### config.mk
export PLATFORM = sky130hd
export DESIGN_NAME = hsv_multi_color_pixel_mask
export DESIGN_NICKNAME = d
export VERILOG_FILES = /design/src/rtl/core/hmcm_pkg.sv /design/src/rtl/core/hmcm_prep.sv /design/src/rtl/core/hmcm_div.sv /design/src/rtl/core/hmcm_match.sv /design/src/rtl/core/hsv_multi_color_pixel_mask.sv
export SDC_FILE = /design/constraint.sdc
export NUM_CORES = 2
export LEC_CHECK = 0
export BUFFER_PORTS_ARGS = -buffer_cell sky130_fd_sc_hd__buf_2
export CAP_MARGIN = 10
export CORE_ASPECT_RATIO = 1.2
export CORE_MARGIN = 8
export CORE_UTILIZATION = 65
export CTS_CLUSTER_DIAMETER = 150
export DETAILED_ROUTE_END_ITERATION = 16
export PLACE_DENSITY_LB_ADDON = 0.25
export SYNTH_ARGS = -nofsm -noshare
export SYNTH_HDL_FRONTEND = slang
export SYNTH_SLANG_ARGS = --single-unit
export TNS_END_PERCENT = 1
### constraint.sdc
create_clock -name clk -period 13.3 [get_ports clk]
set_input_delay 0 -clock clk [delete_from_list [all_inputs] [get_ports clk]]
set_output_delay 0 -clock clk [all_outputs]
set_load 0.01 [all_outputs]
### src/rtl/core/hmcm_pkg.sv
`default_nettype none
// ----------------------------------------------------------------------------
// hmcm_pkg: shared types and constants for the HSV colour mask
// Widths, register map, reset values and the fixed S/V minimums.
// ----------------------------------------------------------------------------
package hmcm_pkg;

  localparam int PIX_W      = 8;
  localparam int HUE_W      = 8;
  localparam int QUO_W      = 8;   // both quotients fit in 8 bits
  localparam int S_NUM_W    = 16;  // d*255 + v/2 <= 65152
  localparam int S_DEN_W    = 8;
  localparam int H_NUM_W    = 17;  // 2x + d <= 92055
  localparam int H_DEN_W    = 9;   // 2d
  localparam int CFG_IDX_W  = 3;
  localparam int DIV_STAGES = QUO_W / 2;       // two quotient bits a stage
  localparam int PIPE_LATENCY = DIV_STAGES + 3;

  // Fixed red band edges
  localparam logic [HUE_W-1:0] RED_BAND_ONE_FLOOR   = 8'd0;
  localparam logic [HUE_W-1:0] RED_BAND_TWO_CEILING = 8'd180;

  // Saturation / value minimums
  localparam logic [PIX_W-1:0] GREEN_S_MIN  = 8'd50;
  localparam logic [PIX_W-1:0] GREEN_V_MIN  = 8'd50;
  localparam logic [PIX_W-1:0] YELLOW_S_MIN = 8'd100;
  localparam logic [PIX_W-1:0] YELLOW_V_MIN = 8'd100;
  localparam logic [PIX_W-1:0] RED_S_MIN    = 8'd120;
  localparam logic [PIX_W-1:0] RED_V_MIN    = 8'd70;
  localparam logic [PIX_W-1:0] BLUE_S_MIN   = 8'd150;
  localparam logic [PIX_W-1:0] BLUE_V_MIN   = 8'd50;

  typedef enum logic [CFG_IDX_W-1:0] {
    REG_GREEN_LO   = 3'd0,
    REG_GREEN_HI   = 3'd1,
    REG_YELLOW_LO  = 3'd2,
    REG_YELLOW_HI  = 3'd3,
    REG_RED_ONE_HI = 3'd4,
    REG_RED_TWO_LO = 3'd5,
    REG_BLUE_LO    = 3'd6,
    REG_BLUE_HI    = 3'd7
  } cfg_reg_t;

  typedef struct packed {
    logic [HUE_W-1:0] green_lo;
    logic [HUE_W-1:0] green_hi;
    logic [HUE_W-1:0] yellow_lo;
    logic [HUE_W-1:0] yellow_hi;
    logic [HUE_W-1:0] red_one_hi;
    logic [HUE_W-1:0] red_two_lo;
    logic [HUE_W-1:0] blue_lo;
    logic [HUE_W-1:0] blue_hi;
  } cfg_t;

  localparam cfg_t CFG_RESET = '{
    green_lo:   8'd35,
    green_hi:   8'd85,
    yellow_lo:  8'd20,
    yellow_hi:  8'd30,
    red_one_hi: 8'd10,
    red_two_lo: 8'd170,
    blue_lo:    8'd100,
    blue_hi:    8'd140
  };

  // Pixel and value that ride alongside the dividers
  typedef struct packed {
    logic [PIX_W-1:0] b;
    logic [PIX_W-1:0] g;
    logic [PIX_W-1:0] r;
    logic [PIX_W-1:0] v;
  } side_t;

  // Divider operands and sideband out of the front end
  typedef struct packed {
    logic [S_NUM_W-1:0] s_num;
    logic [S_DEN_W-1:0] s_den;
    logic [H_NUM_W-1:0] h_num;
    logic [H_DEN_W-1:0] h_den;
    side_t              side;
  } prep_t;

endpackage
`default_nettype wire

### src/rtl/core/hmcm_prep.sv
`default_nettype none
// ----------------------------------------------------------------------------
// hmcm_prep: HSV front end
// Two stages: max/min/chroma, then the S and H dividend/divisor pairs.
// ----------------------------------------------------------------------------
module hmcm_prep
  import hmcm_pkg::*;
(
  input  wire logic             clk,
  input  wire logic             rst,
  input  wire logic             in_valid,
  input  wire logic [PIX_W-1:0] blue,
  input  wire logic [PIX_W-1:0] green,
  input  wire logic [PIX_W-1:0] red,
  output logic                  out_valid,
  output prep_t                 out_data
);

  typedef enum logic [1:0] {
    MAX_RED,
    MAX_GREEN,
    MAX_BLUE
  } max_sel_t;

  // stage 1
  logic             p1_valid;
  logic [PIX_W-1:0] p1_b, p1_g, p1_r, p1_mx, p1_d;
  max_sel_t         p1_sel;

  logic [PIX_W-1:0] mx, mn;
  max_sel_t         sel;

  always_comb begin
    mx = blue;
    mn = blue;
    if (green > mx) mx = green;
    if (red > mx) mx = red;
    if (green < mn) mn = green;
    if (red < mn) mn = red;
    if (mx == red) begin
      sel = MAX_RED;
    end else if (mx == green) begin
      sel = MAX_GREEN;
    end else begin
      sel = MAX_BLUE;
    end
  end

  always_ff @(posedge clk) begin
    if (rst) begin
      p1_valid <= 1'b0;
    end else begin
      p1_valid <= in_valid;
    end
  end

  always_ff @(posedge clk) begin
    p1_b   <= blue;
    p1_g   <= green;
    p1_r   <= red;
    p1_mx  <= mx;
    p1_d   <= mx - mn;
    p1_sel <= sel;
  end

  // stage 2: x = base*d + 30*n; dividend 2x+d, or with 360d added when x < 0
  logic signed [18:0] dd, nn, x, na, nb;
  prep_t              nxt;

  always_comb begin
    dd = $signed({11'b0, p1_d});
    case (p1_sel)
      MAX_RED: begin
        nn = $signed({11'b0, p1_g}) - $signed({11'b0, p1_b});
        x  = nn * 19'sd30;
        na = dd + nn * 19'sd60;
        nb = dd * 19'sd361 + nn * 19'sd60;
      end
      MAX_GREEN: begin
        nn = $signed({11'b0, p1_b}) - $signed({11'b0, p1_r});
        x  = dd * 19'sd60 + nn * 19'sd30;
        na = dd * 19'sd121 + nn * 19'sd60;
        nb = dd * 19'sd481 + nn * 19'sd60;
      end
      MAX_BLUE: begin
        nn = $signed({11'b0, p1_r}) - $signed({11'b0, p1_g});
        x  = dd * 19'sd120 + nn * 19'sd30;
        na = dd * 19'sd241 + nn * 19'sd60;
        nb = dd * 19'sd601 + nn * 19'sd60;
      end
      default: begin
        nn = '0;
        x  = '0;
        na = '0;
        nb = '0;
      end
    endcase

    nxt.side.b = p1_b;
    nxt.side.g = p1_g;
    nxt.side.r = p1_r;
    nxt.side.v = p1_mx;

    // black: S forced to zero via 0/1
    if (p1_mx == '0) begin
      nxt.s_num = '0;
      nxt.s_den = S_DEN_W'(1);
    end else begin
      nxt.s_num = S_NUM_W'(p1_d) * S_NUM_W'(255) + S_NUM_W'(p1_mx >> 1);
      nxt.s_den = p1_mx;
    end

    // grey: H forced to zero via 0/1
    if (p1_d == '0) begin
      nxt.h_num = '0;
      nxt.h_den = H_DEN_W'(1);
    end else begin
      nxt.h_num = x[18] ? nb[H_NUM_W-1:0] : na[H_NUM_W-1:0];
      nxt.h_den = {p1_d, 1'b0};
    end
  end

  always_ff @(posedge clk) begin
    if (rst) begin
      out_valid <= 1'b0;
    end else begin
      out_valid <= p1_valid;
    end
  end

  always_ff @(posedge clk) begin
    out_data <= nxt;
  end

endmodule
`default_nettype wire

### src/rtl/core/hmcm_div.sv
`default_nettype none
// ----------------------------------------------------------------------------
// hmcm_div: pipelined restoring divider
// Two quotient bits per stage; quotient assumed to fit in QUO_W bits.
// ----------------------------------------------------------------------------
module hmcm_div
  import hmcm_pkg::*;
#(
  parameter int NUM_W = 16,
  parameter int DEN_W = 8
) (
  input  wire logic             clk,
  input  wire logic [NUM_W-1:0] num,
  input  wire logic [DEN_W-1:0] den,
  output logic      [QUO_W-1:0] quo
);

  localparam int REM_W = DEN_W + QUO_W;

  logic [REM_W-1:0] rem_q [DIV_STAGES-1];
  logic [DEN_W-1:0] den_q [DIV_STAGES-1];
  logic [QUO_W-1:0] quo_q [DIV_STAGES];

  for (genvar j = 0; j < DIV_STAGES; j++) begin : g_stage
    localparam int K_HI = QUO_W - 1 - 2 * j;

    logic [REM_W-1:0] rem_in, sh_hi, sh_lo, rem_mid;
    logic [DEN_W-1:0] den_in;
    logic [QUO_W-1:0] quo_in;
    logic             bit_hi, bit_lo;

    if (j == 0) begin : g_first
      assign rem_in = REM_W'(num);
      assign den_in = den;
      assign quo_in = '0;
    end else begin : g_rest
      assign rem_in = rem_q[j-1];
      assign den_in = den_q[j-1];
      assign quo_in = quo_q[j-1];
    end

    always_comb begin
      sh_hi   = REM_W'(den_in) << K_HI;
      sh_lo   = REM_W'(den_in) << (K_HI - 1);
      bit_hi  = rem_in >= sh_hi;
      rem_mid = bit_hi ? rem_in - sh_hi : rem_in;
      bit_lo  = rem_mid >= sh_lo;
    end

    always_ff @(posedge clk) begin
      quo_q[j] <= {quo_in[QUO_W-3:0], bit_hi, bit_lo};
    end

    // last stage keeps no remainder
    if (j < DIV_STAGES - 1) begin : g_carry
      always_ff @(posedge clk) begin
        rem_q[j] <= bit_lo ? rem_mid - sh_lo : rem_mid;
        den_q[j] <= den_in;
      end
    end
  end

  assign quo = quo_q[DIV_STAGES-1];

endmodule
`default_nettype wire

### src/rtl/core/hmcm_match.sv
`default_nettype none
// ----------------------------------------------------------------------------
// hmcm_match: colour window test and output register
// Four hue windows with fixed S/V floors; kept pixel passes, else zeros.
// ----------------------------------------------------------------------------
module hmcm_match
  import hmcm_pkg::*;
(
  input  wire logic             clk,
  input  wire logic             rst,
  input  wire logic             in_valid,
  input  wire logic [HUE_W-1:0] hue,
  input  wire logic [PIX_W-1:0] sat,
  input  wire side_t            side,
  input  wire cfg_t             cfg,
  output logic                  out_valid,
  output logic                  keep,
  output logic      [PIX_W-1:0] b_out,
  output logic      [PIX_W-1:0] g_out,
  output logic      [PIX_W-1:0] r_out
);

  logic green_hit, yellow_hit, red_hit, blue_hit, hit;

  always_comb begin
    green_hit  = hue >= cfg.green_lo && hue <= cfg.green_hi
                 && sat >= GREEN_S_MIN && side.v >= GREEN_V_MIN;
    yellow_hit = hue >= cfg.yellow_lo && hue <= cfg.yellow_hi
                 && sat >= YELLOW_S_MIN && side.v >= YELLOW_V_MIN;
    red_hit    = ((hue >= RED_BAND_ONE_FLOOR && hue <= cfg.red_one_hi)
                  || (hue >= cfg.red_two_lo && hue <= RED_BAND_TWO_CEILING))
                 && sat >= RED_S_MIN && side.v >= RED_V_MIN;
    blue_hit   = hue >= cfg.blue_lo && hue <= cfg.blue_hi
                 && sat >= BLUE_S_MIN && side.v >= BLUE_V_MIN;
    hit        = green_hit || yellow_hit || red_hit || blue_hit;
  end

  always_ff @(posedge clk) begin
    if (rst) begin
      out_valid <= 1'b0;
    end else begin
      out_valid <= in_valid;
    end
  end

  always_ff @(posedge clk) begin
    keep  <= hit;
    b_out <= hit ? side.b : '0;
    g_out <= hit ? side.g : '0;
    r_out <= hit ? side.r : '0;
  end

endmodule
`default_nettype wire

### src/rtl/core/hsv_multi_color_pixel_mask.sv
`default_nettype none
// ----------------------------------------------------------------------------
// hsv_multi_color_pixel_mask: BGR pixel to HSV, four-colour window mask
// Converts each pixel to 8-bit HSV and keeps it if it falls in the green,
// yellow, blue or red window; other pixels come out as zeros.
// ----------------------------------------------------------------------------
//
// One pixel is taken on every clock edge where start is high; busy is tied
// low, so a new pixel may be presented every cycle. Each pixel produces one
// transaction on the result side, with done high for a single cycle, and
// results leave in the order pixels came in. The pipeline holds two
// front-end stages (max/min/chroma, then the S and H dividend/divisor pairs),
// four stages of the two pipelined dividers (two quotient bits each) and the
// window-compare output register. The receiver cannot stall: it must take
// each result in the cycle done is high. Hue windows sit in eight 8-bit
// registers written through the cfg_* channel (cfg_ready is always high);
// write them only while no pixel is in flight.
//
module hsv_multi_color_pixel_mask
  import hmcm_pkg::*;
(
  input  wire logic                 clk,
  input  wire logic                 rst,
  // pixel in
  input  wire logic                 start,
  output logic                      busy,
  input  wire logic [PIX_W-1:0]     blue_in,
  input  wire logic [PIX_W-1:0]     green_in,
  input  wire logic [PIX_W-1:0]     red_in,
  // result out
  output logic                      done,
  output logic                      keep_pixel,
  output logic      [PIX_W-1:0]     blue_out,
  output logic      [PIX_W-1:0]     green_out,
  output logic      [PIX_W-1:0]     red_out,
  // register writes
  input  wire logic                 cfg_valid,
  output logic                      cfg_ready,
  input  wire logic [CFG_IDX_W-1:0] cfg_index,
  input  wire logic [HUE_W-1:0]     cfg_data
);

  logic accept;

  assign busy      = 1'b0;
  assign cfg_ready = 1'b1;
  assign accept    = start && !busy;

  // --------------------------------------------------------------------------
  // Hue window registers
  // --------------------------------------------------------------------------
  cfg_t cfg, cfg_next;

  always_comb begin
    cfg_next = cfg;
    if (cfg_valid && cfg_ready) begin
      case (cfg_reg_t'(cfg_index))
        REG_GREEN_LO:   cfg_next.green_lo   = cfg_data;
        REG_GREEN_HI:   cfg_next.green_hi   = cfg_data;
        REG_YELLOW_LO:  cfg_next.yellow_lo  = cfg_data;
        REG_YELLOW_HI:  cfg_next.yellow_hi  = cfg_data;
        REG_RED_ONE_HI: cfg_next.red_one_hi = cfg_data;
        REG_RED_TWO_LO: cfg_next.red_two_lo = cfg_data;
        REG_BLUE_LO:    cfg_next.blue_lo    = cfg_data;
        REG_BLUE_HI:    cfg_next.blue_hi    = cfg_data;
        default: ;
      endcase
    end
  end

  always_ff @(posedge clk) begin
    if (rst) begin
      cfg <= CFG_RESET;
    end else begin
      cfg <= cfg_next;
    end
  end

  // --------------------------------------------------------------------------
  // Front end: V, chroma, divider operands
  // --------------------------------------------------------------------------
  logic  prep_valid;
  prep_t prep;

  hmcm_prep u_prep (
    .clk       (clk),
    .rst       (rst),
    .in_valid  (accept),
    .blue      (blue_in),
    .green     (green_in),
    .red       (red_in),
    .out_valid (prep_valid),
    .out_data  (prep)
  );

  // --------------------------------------------------------------------------
  // S = round(d*255/v), H = round(x/d) with 180 folded to 0
  // --------------------------------------------------------------------------
  logic [QUO_W-1:0] s_quo, h_quo;
  logic [HUE_W-1:0] hue;

  hmcm_div #(
    .NUM_W (S_NUM_W),
    .DEN_W (S_DEN_W)
  ) u_div_s (
    .clk (clk),
    .num (prep.s_num),
    .den (prep.s_den),
    .quo (s_quo)
  );

  hmcm_div #(
    .NUM_W (H_NUM_W),
    .DEN_W (H_DEN_W)
  ) u_div_h (
    .clk (clk),
    .num (prep.h_num),
    .den (prep.h_den),
    .quo (h_quo)
  );

  // a hue that rounds up to 180 wraps round to 0
  assign hue = (h_quo >= QUO_W'(180)) ? '0 : h_quo;

  // Valid and pixel travel beside the dividers, one register per stage
  logic  [DIV_STAGES-1:0] side_valid;
  side_t                  side_q [DIV_STAGES];

  always_ff @(posedge clk) begin
    if (rst) begin
      side_valid <= '0;
    end else begin
      side_valid <= {side_valid[DIV_STAGES-2:0], prep_valid};
    end
  end

  always_ff @(posedge clk) begin
    side_q[0] <= prep.side;
    for (int i = 1; i < DIV_STAGES; i++) begin
      side_q[i] <= side_q[i-1];
    end
  end

  // --------------------------------------------------------------------------
  // Window test and result register
  // --------------------------------------------------------------------------
  hmcm_match u_match (
    .clk       (clk),
    .rst       (rst),
    .in_valid  (side_valid[DIV_STAGES-1]),
    .hue       (hue),
    .sat       (s_quo),
    .side      (side_q[DIV_STAGES-1]),
    .cfg       (cfg),
    .out_valid (done),
    .keep      (keep_pixel),
    .b_out     (blue_out),
    .g_out     (green_out),
    .r_out     (red_out)
  );

`ifndef SYNTHESIS
  // every result traces back to a pixel that was accepted
  a_done_has_source: assert property (@(posedge clk) disable iff (rst)
    done |-> $past(accept, PIPE_LATENCY))
    else $error("result without matching pixel");

  // a kept pixel comes back unchanged
  a_kept_passes: assert property (@(posedge clk) disable iff (rst)
    done && keep_pixel |-> blue_out == $past(blue_in, PIPE_LATENCY)
                           && green_out == $past(green_in, PIPE_LATENCY)
                           && red_out == $past(red_in, PIPE_LATENCY))
    else $error("kept pixel altered");

  // grey has no saturation, so it can never be kept
  a_grey_dropped: assert property (@(posedge clk) disable iff (rst)
    done && keep_pixel |-> !(red_out == green_out && green_out == blue_out))
    else $error("grey pixel kept");

  // dark input can meet no value floor
  a_dark_dropped: assert property (@(posedge clk) disable iff (rst)
    done && $past(blue_in, PIPE_LATENCY) < GREEN_V_MIN
         && $past(green_in, PIPE_LATENCY) < GREEN_V_MIN
         && $past(red_in, PIPE_LATENCY) < GREEN_V_MIN |-> !keep_pixel)
    else $error("dark pixel kept");
`endif

endmodule
`default_nettype wire

[After elaboration in Yosys (flattened, before gate mapping)]
Memories as Yosys holds them, arrays and structs flattened.
Cells that the tools add are included.
Operators by class
  mux-type cells: 25
  $mul: 14
  eq/ne operators: 11
  reductions and logical operators: 29
  $add $sub $neg: 27
  $lt $le $gt $ge: 38
Operator list (number)
  2-to-1 mux 17 bit: 8
  2-to-1 mux 16 bit: 7
  case mux 17 bit (3 select lines): 2
  adder 17 bit: 5
  multiplier 19 x 5 -> 15 bit (second input constant): 3
  multiplier 19 x 5 -> 18 bit (second input constant): 3
  case mux 19 bit (3 select lines): 1
  2-to-1 mux 8 bit: 5
  adder 19 bit: 2
  multiplier 8 x 9 -> 17 bit (second input constant): 2
  >= comparator 8 x 7 -> 1 bit (second input constant): 4
  >= comparator 8 bit: 4
  less-or-equal comparator 8 bit: 4
  multiplier 8 x 8 -> 16 bit (second input constant): 2
  subtractor 8 x 8 -> 9 bit: 3
  multiplier 8 x 4 -> 12 bit (second input constant): 2
  adder 9 x 17 -> 17 bit: 1
  >= comparator 17 x 10 -> 1 bit: 1
  >= comparator 17 x 11 -> 1 bit: 1
  >= comparator 17 x 12 -> 1 bit: 1
  >= comparator 17 x 13 -> 1 bit: 1
  >= comparator 17 x 14 -> 1 bit: 1
  >= comparator 17 x 15 -> 1 bit: 1
  >= comparator 17 x 16 -> 1 bit: 1
  other kinds (47): 79
Word-level totals
  output and inout bits: 28
  memories kept: 7
  memory bits (writable): 342
  word-level logic and storage cells: 182
  bits of input ports: 39
  bits in registers: 220
Memories
  side_q: depth 4, bits a word 32, rd ports 4, clocked after memory_dff 0, write ports 4, line hsv_multi_color_pixel_mask.sv:127  | side_t side_q [DIV_STAGES];
  u_div_h.rem_q: depth 3, bits a word 17, rd ports 3, clocked after memory_dff 0, write ports 3, line hmcm_div.sv:20  | logic [REM_W-1:0] rem_q [DIV_STAGES-1];
  u_div_s.rem_q: depth 3, bits a word 16, rd ports 3, clocked after memory_dff 0, write ports 3, line hmcm_div.sv:20
  u_div_h.quo_q: depth 4, bits a word 8, rd ports 4, clocked after memory_dff 0, write ports 4, line hmcm_div.sv:22  | logic [QUO_W-1:0] quo_q [DIV_STAGES];
  u_div_s.quo_q: depth 4, bits a word 8, rd ports 4, clocked after memory_dff 0, write ports 4, line hmcm_div.sv:22
  u_div_h.den_q: depth 3, bits a word 9, rd ports 3, clocked after memory_dff 0, write ports 3, line hmcm_div.sv:21  | logic [DEN_W-1:0] den_q [DIV_STAGES-1];
  1 more memories

[Logic depth before layout (Yosys ltp)]
An unclocked memory read counts as a cell.
  word-level depth: 10
  mapped depth: 36
  mapped depth without buffers: 36

[Hierarchy]
A second synthesis with hierarchy kept.
Second synthesis, totals
  cell total of the unflattened synthesis: 4275
  area total of the unflattened synthesis: 39464.1 um2
Modules (own cells, without submodules)
  hmcm_prep: cells each 2206, area each 19163.4 um2, seq. area each 2522.4 um2, instances 1
  hmcm_div (u_div_h): cells each 725, area each 6477.5 um2, seq. area each 1961.9 um2, instances 1
  hmcm_div (u_div_s): cells each 667, area each 5921.9 um2, seq. area each 1841.8 um2, instances 1
  hsv_multi_color_pixel_mask: cells each 393, area each 5382.7 um2, seq. area each 3923.8 um2, instances 1
  hmcm_match: cells each 284, area each 2518.7 um2, seq. area each 520.5 um2, instances 1

[Least setup slack after synthesis]
Ideal clock, no wire load.
  kind: reg-to-reg
  start point: register u_prep.p1_g[0]
  end point: register u_prep.out_data[57] in the netlist's numbering
  stages on the path, launching flop included: 36
  slack: 5.339 ns
  arrival time: 7.829 ns
  required time: 13.167 ns
  clock period less this slack: 7.961 ns
  buffers on the path: 0
  setup time: 0.133 ns
  path through: dfxtp_1 inv_1 ha_1 inv_1 fa_1 a21o_1 a21oi_1 xor2_1 inv_1 ha_1 fa_1 inv_1 fa_1 inv_1 ha_1 xnor2_1 inv_1 ha_1 inv_1 fa_1 inv_1 fa_1 inv_1 fa_1 inv_1 ha_1 o21a_1 o31a_1 o211a_1 o21ai_0 a21oi_1 o41ai_1 xnor2_1 xnor2_1 a221oi_1 o32ai_1
Between the ends
  word-level cells in the longest chain between the ends: 5
  elaborated cells on any way between the ends: 15
  those cells by class: add/sub (7); mul (4); mux (4)
RTL lines
  from (decl): line hmcm_prep.sv:27  | logic [PIX_W-1:0] p1_b, p1_g, p1_r, p1_mx, p1_d;
  from (signal assigned): line hmcm_prep.sv:59  | p1_g <= green;
  subtractor 8 x 8 -> 9 bit (on tied branches): line hmcm_prep.sv:86, hmcm_prep.sv:74
  multiplier 19 x 5 -> 18 bit, or another cell as far along: line hmcm_prep.sv:87  | x = dd * 19'sd120 + nn * 19'sd30;
  adder 19 bit, or another cell as far along: line hmcm_prep.sv:87
  case mux 19 bit (3 select lines) / case mux 17 bit (3 select lines) (equally long branches): line hmcm_prep.sv:72  | case (p1_sel)
  2-to-1 mux 17 bit *: line hmcm_prep.sv:118  | nxt.h_num = x[18] ? nb[H_NUM_W-1:0] : na[H_NUM_W-1:0];
  to (signal assigned): line hmcm_prep.sv:132  | out_data <= nxt;
  to (decl): line hmcm_prep.sv:16  | output prep_t out_data
Every way passes the cells marked *; elsewhere a longest branch is shown, timed or not.
A chain may end at the register's enable or synchronous reset.

[Worst setup path in the final report]
Same ends and word-level chain as after synthesis.

==> summary.md <==
| Metric | Value |
|---|---|
| Hold-critical path endpoint | cfg[58]$_SDFFE_PP0P_ |
| CP Class | reg -> reg |
| Setup violators final | 0 |
| Post-Synthesis Net Count | 4954 |
| Cell occurring most often along the worst timing path | sky130_fd_sc_hd__inv_1 |
| Fillers | 4289 |
| Data arrival time at the worst-slack endpoint | 9230 ps |
| Global routing usage summed across all routing layers | 0.283 |
| Total overflow reported by the global router | 0 |
| Number of remaining DRC errors | 0 |
| Drt first pass iters | 7 |
| Drt initial violations | 1732 |
| Final Max Tran Viols | 0 |
| Capturing point of the worst reg2reg path | u_prep.out_data[57]$_SDFF_PP0_ |
| Area taken by multi-input logic gates | 0.0242 mm² |
| Die Span Y | 280 µm |
| Final Cycle Share | 0.658 |
| Period minus WS final | 8760 ps |
| Count leader, synth | sky130_fd_sc_hd__inv_1 |
| Total clock buffers created by CTS | 50 |
| Critical path's largest stage delay | 650 ps |
| Setup repair after global routing missed its margin | no |
| Warnings from Yosys | 0 |
| Cell at the root of the clock tree | sky130_fd_sc_hd__clkbuf_16 |
| Result of the run | completed |
| Vias per inst | 5.81 |
| Initial core utilization | 0.657 |
| Proportion of layout cells with a drive suffix above 1 | 0.0612 |
| Final hold violation count | 0 |
| Peak Freq | 114 MHz |
| Die width | 236 µm |
| Final-layout setup total negative slack | 0 ps |
| Largest fanout on the critical path | 9 |
| Total wirelength of the detailed-routed design | 93.6 mm |
| Unique cell type count in the Yosys netlist | 91 |
| Per-cell routed wire length | 18.5 µm |
| Global-route wire length before repair | 152 mm |
| Maximum number of pins on one net before global-route repair | 72 |
| EDFF count, synth | 0 |
| Critical hold path startpoint | rst |
| Die area | 0.0659 mm² |
| Crit Reg-Reg Startpoint | u_prep.p1_g[0]$_DFF_P_ |
| Tightest Pin Transition | 1180 ps |
| Clock-pin transition on the worst setup and hold timing paths | 70 ps |
| Number of antenna violations at the first check in global routing | 2 |
| # port buffers | 64 |
| Buffer levels on the longest clock path | 3 |
| Worst reg-to-reg path cell count | 35 |
| Final antenna-violating net count | 0 |
| Number of storage elements in the synthesis netlist | 532 |
| # Post-CTS Setup Buffers | 0 |
| Core Rows | 96 |
| Setup clock skew after layout | 27.7 ps |
| Routed vias | 29300 |
| Data required, critical path | 13770 ps |
| Final nets | 5053 |
| CP startpoint kind | register |
| Max-slew headroom | 0.212 |
| Top flip-flop cell by instance count after synthesis | sky130_fd_sc_hd__dfxtp_1 |
| Number of global-route vias before repair | 29900 |
| Standard cell core area | 0.0573 mm² |
| Clock Latency Late Sink | 610 ps |
| Utilization of the core after routing | 0.716 |
| Max-Cap Viols | 0 |
| Reg area | 0.0107 mm² |
| Fraction of synthesized cell area taken by the top area cell type | 0.283 |
| Instance count of the mapped netlist | 4173 |
| Placer Congestion | 1.02 |
| Proportion of synthesized chip area in sequential cells | 0.283 |
| Reg-to-reg setup timing slack | 4540 ps |
| Hold Path Cell Cnt | 3 |
| Cell with the biggest individual delay on the critical path | sky130_fd_sc_hd__xnor2_1 |
| Combined area of all synthesized cells | 0.0377 mm² |
| Post-Syn Area per Cell | 9.02 µm² |
| Most used standard cells in the synthesized netlist | sky130_fd_sc_hd__inv_1 (651), sky130_fd_sc_hd__ha_1 (565), sky130_fd_sc_hd__dfxtp_1 (532), sky130_fd_sc_hd__nand2_1 (267), sky130_fd_sc_hd__nor2_1 (255) |
| Number of sinks driven by the clock tree | 532 |
| Worst hold-check path type | in -> reg |
| Share of synthesized flip-flops with an asynchronous set or reset | 0 |
| Number of levels the H-tree was split into | 2 |
| Cell type contributing the most total cell area after synthesis | sky130_fd_sc_hd__dfxtp_1 |
| Leading cell types by total area after synthesis | sky130_fd_sc_hd__dfxtp_1 (28%), sky130_fd_sc_hd__ha_1 (19%), sky130_fd_sc_hd__fa_1 (9.4%) |
| CTS tree | built |
| I/O pin total | 67 |
| Area grow syn2layout | 8.95% |
| Detailed placer's ending HPWL | 72.3 mm |
| Crit end category | register |
[placed cells by master, fill, tap and decap left out, types with 12 or more instances in the layout]
cell,instances
sky130_fd_sc_hd__a21boi_0,34
sky130_fd_sc_hd__and2_1,21
sky130_fd_sc_hd__nor4_1,20
sky130_fd_sc_hd__nand3_1,42
sky130_fd_sc_hd__nand4_1,37
sky130_fd_sc_hd__buf_2,64
sky130_fd_sc_hd__nand2_1,267
sky130_fd_sc_hd__nand2b_1,43
sky130_fd_sc_hd__buf_4,21
sky130_fd_sc_hd__nor2_1,255
sky130_fd_sc_hd__dlygate4sd3_1,42
sky130_fd_sc_hd__a21o_1,93
sky130_fd_sc_hd__nor3_1,70
sky130_fd_sc_hd__o21bai_1,24
sky130_fd_sc_hd__a31oi_1,24
sky130_fd_sc_hd__or3_1,20
sky130_fd_sc_hd__xor2_1,79
sky130_fd_sc_hd__o31a_1,16
sky130_fd_sc_hd__a21oi_1,226
sky130_fd_sc_hd__mux2_2,51
sky130_fd_sc_hd__ha_1,565
sky130_fd_sc_hd__fa_1,177
sky130_fd_sc_hd__a211o_1,22
sky130_fd_sc_hd__o31ai_1,18
sky130_fd_sc_hd__o211ai_1,12
sky130_fd_sc_hd__a211oi_1,29
sky130_fd_sc_hd__nor2b_1,88
sky130_fd_sc_hd__mux2i_1,60
sky130_fd_sc_hd__o21a_1,54
sky130_fd_sc_hd__clkbuf_16,50
sky130_fd_sc_hd__nand3b_1,12
sky130_fd_sc_hd__or2_2,15
sky130_fd_sc_hd__o22ai_1,14
sky130_fd_sc_hd__or4_1,15
sky130_fd_sc_hd__xnor2_1,174
sky130_fd_sc_hd__inv_1,651
sky130_fd_sc_hd__o21ai_0,174
sky130_fd_sc_hd__dfxtp_1,532
[final cells by class]
class | instances | area share
multi-input combinational | 2908 | 0.591
sequential | 532 | 0.260
inverter | 653 | 0.0597
clock buffer | 61 | 0.0332
tap | 735 | 0.0224
timing repair buffer | 127 | 0.0219
clock inverter | 33 | 0.0124
antenna | 2 | 0.000122
[worst max-delay path, delay by kind of cell, from the launching register on]
kind / cells / cell delay (ps)
AO/OA/AOI/OAI: 10 / 1950
XOR/XNOR: 4 / 1210
adder cells (fa/ha/maj): 11 / 4420
buffers and inverters: 10 / 660
flip-flops: 1 / 340
[timing repair]
action                     in CTS  in global routing
hold endpoints to repair       99                  0
setup endpoints to repair       0                  0
gates resized for setup         0                  0
hold buffers                   42                  0
[registers in the layout, indices dropped and copies added, names as in the netlist, 2 cells and up]
| register | cells |
|---|---|
| u_match.r_out | 8 |
| u_prep.p1_sel | 2 |
| u_div_s.quo_q | 19 |
| u_prep.p1_b | 8 |
| u_div_s.rem_q | 48 |
| u_div_h.den_q | 27 |
| u_prep.p1_d | 8 |
| u_div_h.rem_q | 51 |
| side_valid | 4 |
| u_prep.p1_g | 8 |
| cfg | 64 |
| u_match.g_out | 8 |
| u_prep.p1_mx | 8 |
| u_prep.p1_r | 8 |
| u_match.b_out | 8 |
| u_prep.out_data | 81 |
| u_div_s.den_q | 24 |
| side_q | 124 |
| u_div_h.quo_q | 20 |
[kinds of logic after synthesis]
kind of cell	count (synthesis)	synth area share
flops	532	0.283
compound gates	854	0.148
xor+xnor	254	0.0593
other cells	2	0.000199
mux	112	0.0316
simple gates	944	0.122
fa+ha+maj	742	0.282
buf+inv	733	0.0740
[per-stage QoR]
step	cell area [µm²]	instances	setup slack (ps)	hold WS (ps)
after floorplan	37700	4173	5340	27.7
after global placement	38700	4913	4800	153
after detailed placement	38700	4913	4620	151
after CTS	41000	5049	4560	14.7
after global routing	41000	5050	3980	50.5
final	41000	5051	4540	18.8
[how the worst max path moves through the flow]
stage                                                end  cells after the start  slack, ps                    from
after floorplan           u_prep.out_data[57]$_SDFF_PP0_                     35       5340  u_prep.p1_g[0]$_DFF_P_
after global placement    u_prep.out_data[57]$_SDFF_PP0_                     35       4800  u_prep.p1_g[0]$_DFF_P_
after detailed placement  u_prep.out_data[57]$_SDFF_PP0_                     35       4620  u_prep.p1_g[0]$_DFF_P_
after CTS                 u_prep.out_data[57]$_SDFF_PP0_                     35       4560  u_prep.p1_g[0]$_DFF_P_
after global routing      u_prep.out_data[57]$_SDFF_PP0_                     35       3980  u_prep.p1_g[0]$_DFF_P_
final                     u_prep.out_data[57]$_SDFF_PP0_                     35       4540  u_prep.p1_g[0]$_DFF_P_
[routing by layer]
| metal | GRT usage | up-vias | part of all wire |
|---|---|---|---|
| met5 | 0 | - | 0.00014 |
| met4 | 0.185 | 2 | 0.072 |
| met3 | 0.0376 | 367 | 0.049 |
| met2 | 0.513 | 880 | 0.49 |
| met1 | 0.308 | 13800 | 0.38 |
| li1 | - | 14300 | - |
Power is not shown: default switching activity piles up to over one toggle a cycle in this logic, so the estimate is an artifact.
